--- config.mk ---
export PLATFORM = sky130hd
export DESIGN_NAME = moving_average_outlier_clamp_unit
export DESIGN_NICKNAME = d
export VERILOG_FILES = /design/src/hw/rtl/maoc_pkg.sv /design/src/hw/rtl/maoc_ram.sv /design/src/hw/rtl/maoc_div.sv /design/src/hw/rtl/moving_average_outlier_clamp_unit.sv
export SDC_FILE = /design/constraint.sdc
export NUM_CORES = 2
export LEC_CHECK = 0
export BUFFER_PORTS_ARGS = -buffer_cell sky130_fd_sc_hd__buf_2
export CORE_ASPECT_RATIO = 1.5
export CORE_MARGIN = 2
export CORE_UTILIZATION = 62
export DETAILED_ROUTE_END_ITERATION = 8
export PLACE_DENSITY = 0.79
export SKIP_LAST_GASP = 1
export SYNTH_ARGS = -nofsm -noshare
export SYNTH_HDL_FRONTEND = slang
export SYNTH_SLANG_ARGS = --single-unit
--- constraint.sdc ---
create_clock -name aclk -period 7.98 [get_ports aclk]
set_input_delay 0 -clock aclk [delete_from_list [all_inputs] [get_ports aclk]]
set_output_delay 0 -clock aclk [all_outputs]
set_load 0.02 [all_outputs]
--- src/hw/rtl/maoc_pkg.sv ---
`timescale 1ns / 1ps
// ============================================================================
// maoc_pkg
// Shared constants, microcode types and the control program of the moving
// average filter with outlier clamp.
// ============================================================================
package maoc_pkg;

    localparam int RING_DEPTH_DEF  = 64;
    localparam int SAMPLE_BITS_DEF = 16;

    localparam int WLEN_W     = 7;
    localparam int LIMIT_W    = 15;
    localparam int CFG_IDX_W  = 2;
    localparam int CFG_DATA_W = 15;

    localparam logic [CFG_IDX_W-1:0] REG_WINDOW_LENGTH  = 2'd0;
    localparam logic [CFG_IDX_W-1:0] REG_OUTLIER_ENABLE = 2'd1;
    localparam logic [CFG_IDX_W-1:0] REG_OUTLIER_LIMIT  = 2'd2;

    localparam logic [WLEN_W-1:0]  WLEN_RESET   = 7'd16;
    localparam logic [LIMIT_W-1:0] LIMIT_RESET  = 15'd0;
    localparam int                 MIN_HELD     = 3;

    localparam logic OP_PUSH  = 1'b0;
    localparam logic OP_CLEAR = 1'b1;

    localparam int PC_W = 4;

    typedef enum logic [3:0] {
        UOP_NOP,
        UOP_FETCH,
        UOP_CLEAR,
        UOP_DIV,
        UOP_CLAMP,
        UOP_READ,
        UOP_UPDATE,
        UOP_AVG,
        UOP_SEND
    } uop_t;

    typedef enum logic [2:0] {
        C_NEXT,
        C_ALWAYS,
        C_NO_ITEM,
        C_PUSH,
        C_NO_CLAMP,
        C_DIV_BUSY,
        C_OUT_BUSY
    } cond_t;

    typedef struct packed {
        uop_t             uop;
        cond_t            cond;
        logic [PC_W-1:0]  target;
    } ucode_t;

    localparam logic [PC_W-1:0] L_FETCH     = 4'd0;
    localparam logic [PC_W-1:0] L_DISPATCH  = 4'd1;
    localparam logic [PC_W-1:0] L_CLEAR     = 4'd2;
    localparam logic [PC_W-1:0] L_CHECK     = 4'd3;
    localparam logic [PC_W-1:0] L_CDIV      = 4'd4;
    localparam logic [PC_W-1:0] L_CWAIT     = 4'd5;
    localparam logic [PC_W-1:0] L_CLAMP     = 4'd6;
    localparam logic [PC_W-1:0] L_READ      = 4'd7;
    localparam logic [PC_W-1:0] L_UPDATE    = 4'd8;
    localparam logic [PC_W-1:0] L_ADIV      = 4'd9;
    localparam logic [PC_W-1:0] L_AWAIT     = 4'd10;
    localparam logic [PC_W-1:0] L_AVG       = 4'd11;
    localparam logic [PC_W-1:0] L_HOLD      = 4'd12;
    localparam logic [PC_W-1:0] L_SEND      = 4'd13;

    function automatic ucode_t ucode_rom(input logic [PC_W-1:0] pc);
        ucode_t w;
        unique case (pc)
            L_FETCH:    w = '{UOP_FETCH,  C_NO_ITEM,  L_FETCH};
            L_DISPATCH: w = '{UOP_NOP,    C_PUSH,     L_CHECK};
            L_CLEAR:    w = '{UOP_CLEAR,  C_ALWAYS,   L_HOLD};
            L_CHECK:    w = '{UOP_NOP,    C_NO_CLAMP, L_READ};
            L_CDIV:     w = '{UOP_DIV,    C_NEXT,     L_FETCH};
            L_CWAIT:    w = '{UOP_NOP,    C_DIV_BUSY, L_CWAIT};
            L_CLAMP:    w = '{UOP_CLAMP,  C_NEXT,     L_FETCH};
            L_READ:     w = '{UOP_READ,   C_NEXT,     L_FETCH};
            L_UPDATE:   w = '{UOP_UPDATE, C_NEXT,     L_FETCH};
            L_ADIV:     w = '{UOP_DIV,    C_NEXT,     L_FETCH};
            L_AWAIT:    w = '{UOP_NOP,    C_DIV_BUSY, L_AWAIT};
            L_AVG:      w = '{UOP_AVG,    C_NEXT,     L_FETCH};
            L_HOLD:     w = '{UOP_NOP,    C_OUT_BUSY, L_HOLD};
            L_SEND:     w = '{UOP_SEND,   C_ALWAYS,   L_FETCH};
            default:    w = '{UOP_NOP,    C_ALWAYS,   L_FETCH};
        endcase
        return w;
    endfunction

endpackage

--- src/hw/rtl/maoc_ram.sv ---
`timescale 1ns / 1ps
// ============================================================================
// maoc_ram
// Generic single-port-write, single-port-read RAM with a registered read.
// ============================================================================
module maoc_ram #(
    parameter int WIDTH  = 16,
    parameter int DEPTH  = 64,
    parameter int ADDR_W = (DEPTH > 1) ? $clog2(DEPTH) : 1
) (
    input  logic              aclk,
    input  logic              we,
    input  logic [ADDR_W-1:0] waddr,
    input  logic [WIDTH-1:0]  wdata,
    input  logic [ADDR_W-1:0] raddr,
    output logic [WIDTH-1:0]  rdata
);

    logic [WIDTH-1:0] mem [DEPTH];
    logic [WIDTH-1:0] rdata_reg;

    always_ff @(posedge aclk) begin
        if (we) begin
            mem[waddr] <= wdata;
        end
        rdata_reg <= mem[raddr];
    end

    assign rdata = rdata_reg;

endmodule

--- src/hw/rtl/maoc_div.sv ---
`timescale 1ns / 1ps
// ============================================================================
// maoc_div
// Iterative signed-by-unsigned divider, two quotient bits per cycle,
// quotient truncated toward zero.
// ============================================================================
module maoc_div #(
    parameter int DIVIDEND_W = 23,
    parameter int DIVISOR_W  = 7,
    parameter int QUOT_W     = 16
) (
    input  logic                         aclk,
    input  logic                         aresetn,
    input  logic                         start,
    input  logic signed [DIVIDEND_W-1:0] dividend,
    input  logic [DIVISOR_W-1:0]         divisor,
    output logic                         busy,
    output logic signed [QUOT_W-1:0]     quotient
);

    localparam int ITER  = (DIVIDEND_W + 1) / 2;
    localparam int SH_W  = 2 * ITER;
    localparam int CNT_W = $clog2(ITER + 1);

    logic                 busy_reg, busy_next;
    logic [CNT_W-1:0]     cnt_reg, cnt_next;
    logic [SH_W-1:0]      sh_reg, sh_next;
    logic [DIVISOR_W-1:0] rem_reg, rem_next;
    logic [DIVISOR_W-1:0] dsr_reg, dsr_next;
    logic                 neg_reg, neg_next;
    logic [DIVIDEND_W-1:0] mag;
    logic [DIVISOR_W:0]   trial;
    logic [QUOT_W:0]      q_mag;

    always_comb begin
        busy_next = busy_reg;
        cnt_next  = cnt_reg;
        sh_next   = sh_reg;
        rem_next  = rem_reg;
        dsr_next  = dsr_reg;
        neg_next  = neg_reg;
        trial     = '0;
        mag       = dividend[DIVIDEND_W-1] ? DIVIDEND_W'(-dividend) : DIVIDEND_W'(dividend);
        if (start) begin
            busy_next = 1'b1;
            cnt_next  = CNT_W'(ITER);
            sh_next   = SH_W'(mag);
            rem_next  = '0;
            dsr_next  = divisor;
            neg_next  = dividend[DIVIDEND_W-1];
        end else if (busy_reg) begin
            for (int k = 0; k < 2; k++) begin
                trial   = {rem_next, sh_next[SH_W-1]};
                sh_next = {sh_next[SH_W-2:0], 1'b0};
                if (trial >= {1'b0, dsr_reg}) begin
                    rem_next   = DIVISOR_W'(trial - {1'b0, dsr_reg});
                    sh_next[0] = 1'b1;
                end else begin
                    rem_next = trial[DIVISOR_W-1:0];
                end
            end
            cnt_next = cnt_reg - CNT_W'(1);
            if (cnt_reg == CNT_W'(1)) begin
                busy_next = 1'b0;
            end
        end
    end

    always_ff @(posedge aclk) begin
        if (!aresetn) begin
            busy_reg <= 1'b0;
            cnt_reg  <= '0;
        end else begin
            busy_reg <= busy_next;
            cnt_reg  <= cnt_next;
        end
        sh_reg  <= sh_next;
        rem_reg <= rem_next;
        dsr_reg <= dsr_next;
        neg_reg <= neg_next;
    end

    assign q_mag    = neg_reg ? (QUOT_W + 1)'(-sh_reg[QUOT_W:0]) : sh_reg[QUOT_W:0];
    assign quotient = q_mag[QUOT_W-1:0];
    assign busy     = busy_reg;

endmodule

--- src/hw/rtl/moving_average_outlier_clamp_unit.sv ---
`timescale 1ns / 1ps
// ============================================================================
// moving_average_outlier_clamp_unit
// Windowed moving average over signed fixed-point samples with optional
// clamping of outlying samples, run by a microcoded sequencer.
// ============================================================================
// One item is handled at a time. A push runs one extra pass of the
// two-bit-per-cycle divider, to find the mean that it clamps against, when
// clamping is active and at least three samples are held. Each average
// costs one pass of that divider, and the step program runs one control
// word per cycle. The next item is taken while the previous result waits
// on the output; a stalled output holds the sequencer only when a second
// result is ready. The sample ring is a RAM with a registered read and
// needs no clearing after reset. Writing window_length empties the filter.
module moving_average_outlier_clamp_unit #(
    parameter int RING_DEPTH  = maoc_pkg::RING_DEPTH_DEF,
    parameter int SAMPLE_BITS = maoc_pkg::SAMPLE_BITS_DEF,
    parameter int CNT_W       = $clog2(RING_DEPTH + 1)
) (
    input  logic                              aclk,
    input  logic                              aresetn,
    input  logic                              s_valid,
    output logic                              s_ready,
    input  logic                              s_op,
    input  logic signed [SAMPLE_BITS-1:0]     s_sample,
    output logic                              m_valid,
    input  logic                              m_ready,
    output logic signed [SAMPLE_BITS-1:0]     m_average,
    output logic [CNT_W-1:0]                  m_fill_count,
    output logic                              m_primed,
    input  logic                              cfg_valid,
    output logic                              cfg_ready,
    input  logic [maoc_pkg::CFG_IDX_W-1:0]    cfg_index,
    input  logic [maoc_pkg::CFG_DATA_W-1:0]   cfg_data
);

    localparam int PTR_W = (RING_DEPTH > 1) ? $clog2(RING_DEPTH) : 1;
    localparam int SUM_W = SAMPLE_BITS + $clog2(RING_DEPTH) + 1;
    localparam int CMP_W = (CNT_W > maoc_pkg::WLEN_W) ? CNT_W : maoc_pkg::WLEN_W;
    localparam int CW    = ((SAMPLE_BITS > maoc_pkg::LIMIT_W + 1) ?
                            SAMPLE_BITS : maoc_pkg::LIMIT_W + 1) + 2;
    localparam logic signed [CW-1:0] S_MAX =
        {{(CW - SAMPLE_BITS + 1){1'b0}}, {(SAMPLE_BITS - 1){1'b1}}};
    localparam logic signed [CW-1:0] S_MIN =
        {{(CW - SAMPLE_BITS + 1){1'b1}}, {(SAMPLE_BITS - 1){1'b0}}};

    maoc_pkg::ucode_t                  uw;
    logic [maoc_pkg::PC_W-1:0]         pc_reg, pc_next;
    logic                              jump;

    logic [maoc_pkg::WLEN_W-1:0]       wlen_reg, wlen_next;
    logic                              en_reg, en_next;
    logic [maoc_pkg::LIMIT_W-1:0]      lim_reg, lim_next;

    logic signed [SUM_W-1:0]           sum_reg, sum_next;
    logic [CNT_W-1:0]                  held_reg, held_next;
    logic [PTR_W-1:0]                  wp_reg, wp_next;
    logic                              op_reg, op_next;
    logic signed [SAMPLE_BITS-1:0]     smp_reg, smp_next;
    logic signed [SAMPLE_BITS-1:0]     avg_reg, avg_next;

    logic                              mv_reg, mv_next;
    logic signed [SAMPLE_BITS-1:0]     mavg_reg, mavg_next;
    logic [CNT_W-1:0]                  mcnt_reg, mcnt_next;
    logic                              mpri_reg, mpri_next;

    logic [CNT_W-1:0]                  win;
    logic [CNT_W-1:0]                  wp_inc;
    logic                              full;
    logic                              cfg_fire;
    logic                              out_busy;

    logic                              div_start;
    logic                              div_busy;
    logic signed [SAMPLE_BITS-1:0]     div_q;

    logic                              ram_we;
    logic signed [SAMPLE_BITS-1:0]     ram_rdata;

    logic signed [CW-1:0]              s_x, a_x, l_x, d_x, ad_x, pick_x;

    assign uw        = maoc_pkg::ucode_rom(pc_reg);
    assign cfg_ready = 1'b1;
    assign cfg_fire  = cfg_valid && cfg_ready;
    assign s_ready   = (uw.uop == maoc_pkg::UOP_FETCH);
    assign out_busy  = mv_reg && !m_ready;
    assign div_start = (uw.uop == maoc_pkg::UOP_DIV);
    assign ram_we    = (uw.uop == maoc_pkg::UOP_UPDATE);
    assign full      = (held_reg >= win);
    assign wp_inc    = CNT_W'(wp_reg) + CNT_W'(1);

    always_comb begin
        if (wlen_reg == '0) begin
            win = CNT_W'(1);
        end else if (CMP_W'(wlen_reg) > CMP_W'(RING_DEPTH)) begin
            win = CNT_W'(RING_DEPTH);
        end else begin
            win = CNT_W'(wlen_reg);
        end
    end

    always_comb begin
        unique case (uw.cond)
            maoc_pkg::C_NEXT:     jump = 1'b0;
            maoc_pkg::C_ALWAYS:   jump = 1'b1;
            maoc_pkg::C_NO_ITEM:  jump = !s_valid;
            maoc_pkg::C_PUSH:     jump = (op_reg == maoc_pkg::OP_PUSH);
            maoc_pkg::C_NO_CLAMP: jump = !en_reg || (held_reg < CNT_W'(maoc_pkg::MIN_HELD));
            maoc_pkg::C_DIV_BUSY: jump = div_busy;
            maoc_pkg::C_OUT_BUSY: jump = out_busy;
            default:              jump = 1'b1;
        endcase
        pc_next = jump ? uw.target : pc_reg + maoc_pkg::PC_W'(1);
    end

    // Clamp the sample to the average plus or minus the limit.
    always_comb begin
        s_x    = CW'(smp_reg);
        a_x    = CW'(div_q);
        l_x    = CW'($signed({1'b0, lim_reg}));
        d_x    = s_x - a_x;
        ad_x   = d_x[CW-1] ? -d_x : d_x;
        pick_x = s_x;
        if (ad_x > l_x) begin
            pick_x = (s_x > a_x) ? a_x + l_x : a_x - l_x;
            if (pick_x > S_MAX) begin
                pick_x = S_MAX;
            end else if (pick_x < S_MIN) begin
                pick_x = S_MIN;
            end
        end
    end

    always_comb begin
        wlen_next = wlen_reg;
        en_next   = en_reg;
        lim_next  = lim_reg;
        sum_next  = sum_reg;
        held_next = held_reg;
        wp_next   = wp_reg;
        op_next   = op_reg;
        smp_next  = smp_reg;
        avg_next  = avg_reg;
        mv_next   = mv_reg && !m_ready;
        mavg_next = mavg_reg;
        mcnt_next = mcnt_reg;
        mpri_next = mpri_reg;

        unique case (uw.uop)
            maoc_pkg::UOP_FETCH: begin
                if (s_valid) begin
                    op_next  = s_op;
                    smp_next = s_sample;
                end
            end
            maoc_pkg::UOP_CLEAR: begin
                sum_next  = '0;
                held_next = '0;
                wp_next   = '0;
                avg_next  = '0;
            end
            maoc_pkg::UOP_CLAMP: begin
                smp_next = pick_x[SAMPLE_BITS-1:0];
            end
            maoc_pkg::UOP_UPDATE: begin
                if (full) begin
                    sum_next = sum_reg - SUM_W'(ram_rdata) + SUM_W'(smp_reg);
                end else begin
                    sum_next  = sum_reg + SUM_W'(smp_reg);
                    held_next = held_reg + CNT_W'(1);
                end
                wp_next = (wp_inc == win) ? '0 : wp_inc[PTR_W-1:0];
            end
            maoc_pkg::UOP_AVG: begin
                avg_next = div_q;
            end
            maoc_pkg::UOP_SEND: begin
                mv_next   = 1'b1;
                mavg_next = avg_reg;
                mcnt_next = held_reg;
                mpri_next = full;
            end
            default: begin
            end
        endcase

        if (cfg_fire) begin
            unique case (cfg_index)
                maoc_pkg::REG_WINDOW_LENGTH: begin
                    wlen_next = cfg_data[maoc_pkg::WLEN_W-1:0];
                    sum_next  = '0;
                    held_next = '0;
                    wp_next   = '0;
                end
                maoc_pkg::REG_OUTLIER_ENABLE: en_next  = cfg_data[0];
                maoc_pkg::REG_OUTLIER_LIMIT:  lim_next = cfg_data[maoc_pkg::LIMIT_W-1:0];
                default: begin
                end
            endcase
        end
    end

    always_ff @(posedge aclk) begin
        if (!aresetn) begin
            pc_reg   <= maoc_pkg::L_FETCH;
            wlen_reg <= maoc_pkg::WLEN_RESET;
            en_reg   <= 1'b0;
            lim_reg  <= maoc_pkg::LIMIT_RESET;
            sum_reg  <= '0;
            held_reg <= '0;
            wp_reg   <= '0;
            mv_reg   <= 1'b0;
        end else begin
            pc_reg   <= pc_next;
            wlen_reg <= wlen_next;
            en_reg   <= en_next;
            lim_reg  <= lim_next;
            sum_reg  <= sum_next;
            held_reg <= held_next;
            wp_reg   <= wp_next;
            mv_reg   <= mv_next;
        end
        op_reg   <= op_next;
        smp_reg  <= smp_next;
        avg_reg  <= avg_next;
        mavg_reg <= mavg_next;
        mcnt_reg <= mcnt_next;
        mpri_reg <= mpri_next;
    end

    maoc_div #(
        .DIVIDEND_W (SUM_W),
        .DIVISOR_W  (CNT_W),
        .QUOT_W     (SAMPLE_BITS)
    ) u_div (
        .aclk     (aclk),
        .aresetn  (aresetn),
        .start    (div_start),
        .dividend (sum_reg),
        .divisor  (held_reg),
        .busy     (div_busy),
        .quotient (div_q)
    );

    maoc_ram #(
        .WIDTH  (SAMPLE_BITS),
        .DEPTH  (RING_DEPTH),
        .ADDR_W (PTR_W)
    ) u_ring (
        .aclk  (aclk),
        .we    (ram_we),
        .waddr (wp_reg),
        .wdata (smp_reg),
        .raddr (wp_reg),
        .rdata (ram_rdata)
    );

    assign m_valid      = mv_reg;
    assign m_average    = mavg_reg;
    assign m_fill_count = mcnt_reg;
    assign m_primed     = mpri_reg;

endmodule

* After elaboration in Yosys (flattened, before gate mapping)
Memory sizes are Yosys's and may differ from the RTL's. A register that Yosys moved wholly into a read port is not among the register bits.
Cells that the tools add are included.
** Cells by class
- Add/subtract/negate cells :: 15
- Order comparisons :: 9
- Eq/ne operators :: 18
- Multiplexer cells :: 43
- Bitwise gates (word level) :: 2
- Reductions and logical operators :: 17
** Operator list (count)
- two-way mux 23 bit :: 6
- two-way mux 16 bit :: 5
- one-hot mux 16 bit (2 select lines) :: 2
- two-way mux 7 bit :: 9
- adder 23 x 16 -> 23 bit :: 2
- one-hot mux 23 bit (2 select lines) :: 1
- two-way mux 18 bit :: 2
- subtractor 16 x 16 -> 17 bit :: 2
- negation 23 bit :: 1
- subtractor 23 x 16 -> 23 bit :: 1
- greater-than comparator 18 x 16 -> 1 bit :: 1
- greater-than comparator 18 x 16 -> 1 bit, second input constant :: 1
- less-than comparator 18 x 16 -> 1 bit, second input constant :: 1
- two-way mux 6 bit :: 3
- negation 17 -> 18 bit :: 1
- adder 16 x 16 -> 17 bit :: 1
- greater-or-equal comparator 8 x 7 -> 1 bit :: 2
- greater-than comparator 16 bit :: 1
- two-way mux 4 bit :: 4
- negation 16 bit :: 1
- one-hot mux 7 bit (2 select lines) :: 1
- subtractor 7 bit :: 2
- == test 4 x 3 -> 1 bit, second input constant :: 3
- one-hot mux 6 bit (2 select lines) :: 1
- other kinds (29) :: 50
** Word-level totals
- Flip-flop bits (word level) :: 165
- Bits in writable memories :: 1024
- ROM bits :: 176
- Bits of input ports :: 39
- Output and inout port bits :: 27
- Logic and storage cells :: 128
- Memories kept :: 2
** Memories
- u_ring.mem :: words 64, bits a word 16, rd ports 1, clocked after Yosys merged registers in 1, write ports 1, line maoc_ram.sv:19 : logic [WIDTH-1:0] mem [DEPTH];
- (no name shown) :: words 16, bits a word 11, rd ports 1, clocked after Yosys merged registers in 1, write ports 0, line maoc_pkg.sv:75 : unique case (pc)

* Logic depth before layout (Yosys ltp)
- Depth after elaboration :: 9
- Gate-level depth with buffers :: 29
- Gate-level depth less buffers :: 28

* Cells and area by module
Synthesis repeated with hierarchy kept, for this count alone.
** Unflattened totals
- Cells, all modules :: 3528
- Area, all modules :: 54471.0 um^2
** Modules (own cells, without submodules)
- maoc_ram :: times used 1, cells an instance 1829, area each 40042.2 um^2
- moving_average_outlier_clamp_unit :: times used 1, cells an instance 1342, area each 11188.2 um^2
- maoc_div :: times used 1, cells an instance 357, area each 3240.6 um^2

* Worst setup path before layout
OpenSTA, ideal clock, no wires.
- Path type :: flip-flop to flip-flop
- Start point :: register u_div.sh_reg[1]
- End point :: register smp_reg[0] (enable)
- Setup time :: 397 ps
- Arrival :: 6221 ps
- Slack :: 1362 ps
- Stages on the path, launching flop included :: 24
- Period minus slack after synthesis :: 6618 ps
- Path through :: edfxtp_1 -> or4_4 -> or2_2 -> o31ai_1 -> xor2_1 -> ha_1 -> clkbuf_1 -> a211o_1 -> o31a_1 -> maj3_1 -> o2111ai_1 -> a21boi_0 -> o21ai_1 -> clkbuf_1 -> o21ai_0 -> xnor2_1 -> ha_1 -> nand4_1 -> nor3_1 -> a2111oi_0 -> o21ai_0 -> a21oi_1 -> o21ai_0 -> a2bb2oi_1
** Between the ends
- Longest elaborated chain between the ends :: 8
** Ends and longest elaborated chain
- from (decl) :: line maoc_div.sv:27 : logic [SH_W-1:0] sh_reg, sh_next;
- from (signal assigned) :: line maoc_div.sv:77 : sh_reg <= sh_next;
- negation 16 bit :: line maoc_div.sv:83 : assign q_mag = neg_reg ? (QUOT_W + 1)'(-sh_reg[QUOT_W:0]) : sh_reg[QUOT_W:0];
- two-way mux 16 bit (*) :: line maoc_div.sv:83
- subtractor 16 x 16 -> 17 bit (*) :: line moving_average_outlier_clamp_unit.sv:121 : d_x = s_x - a_x;
- negation 17 -> 18 bit :: line moving_average_outlier_clamp_unit.sv:122 : ad_x = d_x[CW-1] ? -d_x : d_x;
- two-way mux 18 bit (*) :: line moving_average_outlier_clamp_unit.sv:122
- greater-than comparator 18 x 16 -> 1 bit (*) :: line moving_average_outlier_clamp_unit.sv:124 : if (ad_x > l_x) begin
- != test 2 bit (no source line) (*)
- AND reduction 3 bit (no source line) (*)
- to (signal assigned) :: line moving_average_outlier_clamp_unit.sv:224 : smp_reg <= smp_next;
- to (decl) :: line moving_average_outlier_clamp_unit.sv:59 : logic signed [SAMPLE_BITS-1:0] smp_reg, smp_next;
Every way passes the cells marked *; elsewhere a longest branch is shown, timed or not.
A chain may end at the register's enable or synchronous reset.

* Worst setup path after layout
- Start point :: register u_div.sh_reg[0]
- End point :: register smp_reg[4] (data pin)
** Between the ends
- Longest elaborated chain between the ends :: 9
- Elaborated cells on any way between the ends :: 12
- Those cells by class :: add/sub: 3; order compare: 3; mux: 6
** Ends and longest elaborated chain
- negation 16 bit :: line maoc_div.sv:83
- two-way mux 16 bit (*) :: line maoc_div.sv:83
- subtractor 16 x 16 -> 17 bit, or another cell as far along :: line moving_average_outlier_clamp_unit.sv:125 : pick_x = (s_x > a_x) ? a_x + l_x : a_x - l_x;
- two-way mux 18 bit (*) :: line moving_average_outlier_clamp_unit.sv:125
- less-than comparator 18 x 16 -> 1 bit :: line moving_average_outlier_clamp_unit.sv:128 : end else if (pick_x < S_MIN) begin
- two-way mux 16 bit :: line moving_average_outlier_clamp_unit.sv:128
- two-way mux 16 bit (*) :: line moving_average_outlier_clamp_unit.sv:126 : if (pick_x > S_MAX) begin
- two-way mux 16 bit (*) :: line moving_average_outlier_clamp_unit.sv:124
- one-hot mux 16 bit (2 select lines) (*) :: line moving_average_outlier_clamp_unit.sv:149 : unique case (uw.uop)
- via smp_next[4] :: line moving_average_outlier_clamp_unit.sv:59
The timed path passes the listed nets; every way through them passes the cells marked *. The select of a mux whose other input is x is not followed.

==> results.md <==
- IO buf count: 64
- Post-synth EDFFs: 1112
- Adder-Cell Fraction of Synth Area: 4.28%
- Net count, final: 3963
- Seq/Total Area, Yosys: 69.1%
- Max-cap violations: 0
- Skew-Pair Late Insertion Delay: 0.69 ns
- Worst EP arrival: 7.74 ns
- Hold Fails Final Rpt: 0
- R2R cell count: 29
- Synth Register Bits: 1216
- Leakage: 19.5 nW
- Htree depth: 3
- Max clock buf depth: 3
- Root Buffer: clkbuf_16
- Worst setup SP type: flop
- PostCTS Resize Cnt: 0
- Critical path launch point: u_div.sh_reg[0]$_DFFE_PP_
- Ant diodes: 0
- Post-Synthesis Net Count: 3785
- Crit path top cell by count: o21ai_0
- Status: finished clean
- Worst reg2reg setup slack: 0.67 ns
- Final wirelength: 142000 µm
- R2r endpoint: smp_reg[4]$_DFFE_PP_
- DP Wirelength: 84600 µm
- Crit Path Class: flop to flop
- Worst-path clk slew: 0.07 ns
- Fin crit period: 7.31 ns
- Slew margin rel.: 15.6%
- Post-Synth XOR/XNOR Area: 2.83%
- CTS tree: done
- Vias: 33591
- Largest net degree at the start of global routing: 100
- Synth Area in Compound Gates: 14.6%
- Max IR drop VDD: 0.300 mV
- Wirelength per Cell: 28.9 µm
- F_max: 137 MHz
- Die Wd: 239 µm
- Post-synth ARST share: 0%
- Area contributors post-synth: edfxtp_1 (65%), a22oi_1 (5.0%), dfxtp_1 (4.1%)
- Main combinational cell family by area after synthesis: compound AO/OA/AOI/OAI gates
- CP max-delay cell: or3b_2
- Pwr per Cell Area: 333 nW/µm²
- I/O pin count: 66
- Initial core utilization: 62.3%
- Top cell type by total area after synthesis: edfxtp_1
- CTS sink cnt: 1216
- Vias in the first global route: 33153
- DIE AREA: 85100 µm²
- Commonest register cell after synthesis: edfxtp_1
- Die Ht: 356 µm
- Vias per cell: 6.85
- Final Util: 69.7%
- Reg area: 35500 µm²
- Post-Syn Area: 51300 µm²
- Post-route setup TNS: 0 ns
- Worst Skew: 0.0237 ns
- Mean area per synthesized cell: 14.3 µm²
- Max Slew Vio Count: 0
- Fin cells: 4905
- CP Capture Type: flop
- Synth top area share: 65.1%
- Placed cell count: 4647
- HP Class: primary input to flop
- Pre-antenna DRT Iters: 6
- Ys Warns: 0
- Endpoints failing setup: 0
- Area of the multi-input gates: 14600 µm²
- Reg-to-Reg Start: u_div.sh_reg[0]$_DFFE_PP_
- Fraction of layout cells with a size suffix above 1: 10.4%
- CP endpoint: smp_reg[4]$_DFFE_PP_
- Unrepaired setup endpoints after global routing: no
- CP required: 8.41 ns
- Drt initial violations: 4142
- Std cell rows: 129
- Max FFs per register: 1024
- Post-route ant nets: 0
- Mux cell area share after synthesis: 0.741%
- FILL cells: 5172
- Global-route wire length before repair: 206000 µm
- GPL Wtd Cong: 0.953
- Synth cell types: 90
- Simple-gate portion of the synthesized area: 5.93%
- Final clock period utilization by the worst path: 91.6%
- Worst-Margin Slew: 1.27 ns
- Total core area: 82300 µm²
- Area growth syn-to-layout: 11.8%
- Mapped Cells: 3594
- CTS Buf Count: 105
- Total grt overflow: 0
- CP max FO: 15
- Initial antenna violation count: 2
- # DRC: 0
- Max stage delay on crit path: 0.50 ns
- Global Route Usage Sum: 33.1%
## critical path, delay by kind of cell, from the launching register on
family	cells	cell delay, ns
DFF	1	0.43
buffers and inverters	2	0.37
xor gates and xnor gates	4	0.95
AOI/OAI and AO/OA	14	3.02
and+or+nand+nor	6	1.39
adders and majority gates	3	0.89
## synth_stat cells, drive strengths merged (6+ instances only)
library cell	count
edfxtp	1112
a22oi	343
nand2	187
nor2	185
inv	158
clkbuf	146
a21oi	144
ha	125
o21ai	106
dfxtp	104
xnor2	99
a221oi	92
a22o	92
a31oi	91
nand4	66
xor2	57
a21o	45
nand3	41
buf	34
mux2i	29
fa	27
nand2b	23
nor2b	23
nor3	23
o31ai	21
a21boi	20
nor4	19
a211oi	18
or3	16
and3	12
maj3	9
o211ai	9
o21bai	9
mux2	8
nor3b	8
o41ai	7
a31o	6
o221ai	6
or2	6
or4	6
## metrics by stage
step | hold slack (ns) | total power, mW | instance area (µm²) | worst slack (ns)
5_1_grt | 0.151 | 19.9 | 57400 | 0.156
3_3_place_gp | 0.184 | 13.9 | 53300 | 0.938
3_5_place_dp | 0.186 | 14.0 | 53300 | 0.760
6_report | 0.126 | 19.1 | 57400 | 0.669
4_1_cts | 0.105 | 19.0 | 57400 | 0.754
2_1_floorplan | 0.0989 | 12.3 | 51300 | 1.36
## power breakdown
| group | switching (mW) | internal, mW |
|---|---|---|
| clock network | 2.28 | 2.79 |
| logic | 3.85 | 2.07 |
| registers | 0.165 | 7.96 |
## cell families after synthesis
family          after synthesis
xor+xnor                    157
buf+inv                     339
simple gates                635
flops                      1216
mux                          37
fa+ha+maj                   161
compound gates             1048
other cells                   1
## cell usage in the layout, fill, tap and decap left out, drive strengths merged, types with 21 or more instances in the layout
master          n
edfxtp       1112
dfxtp         104
a31oi          91
a21o           45
clkinv         47
clkbuf        125
nand4          66
buf           185
nor3           23
o21ai         106
nand2         187
a21oi         144
ha            125
fa             27
nand3          41
inv           166
xor2           57
mux2i          29
nor2          185
a22oi         343
nor2b          23
o31ai          21
a22o           92
dlygate4sd3    66
a221oi         92
nand2b         23
xnor2          99
## area by class of cell
class	count	share of cell area (%)
flip-flops and latches	1216	61.8
multi-input cells	2039	25.5
clock buffers	125	4.92
repair buffers	251	3.42
well taps	1048	2.29
inverters	159	1.04
clock inverters	67	0.999
## worst min path at each step
| stage | startpoint | slack (ns) | to | cells after the start |
|---|---|---|---|---|
| 6_report | s_sample[14] | 0.13 | smp_reg[14]$_DFFE_PP_ | 4 |
| 2_1_floorplan | s_op | 0.1 | op_reg$_DFFE_PP_ | 0 |
| 3_3_place_gp | s_op | 0.18 | op_reg$_DFFE_PP_ | 1 |
| 5_1_grt | s_sample[14] | 0.15 | smp_reg[14]$_DFFE_PP_ | 4 |
| 3_5_place_dp | s_op | 0.19 | op_reg$_DFFE_PP_ | 1 |
| 4_1_cts | s_sample[14] | 0.10 | smp_reg[14]$_DFFE_PP_ | 4 |
## what timing repair did
| item | in CTS | in global routing |
|---|---|---|
| hold buffers | 66 | 0 |
| setup endpoints to repair | 0 | 0 |
| hold endpoints to repair | 48 | 0 |
| buffers inserted | 0 | 0 |
## metal layers
layer / global-route usage (%) / vias to the layer above / part of all wire (%)
li1: - / 14455 / -
met1: 37.8 / 16461 / 33
met2: 55.2 / 2171 / 49
met3: 5.86 / 502 / 9.7
met4: 25.8 / 2 / 8.5
met5: 0 / - / 0.0085
(Power assumes the default switching activity.)
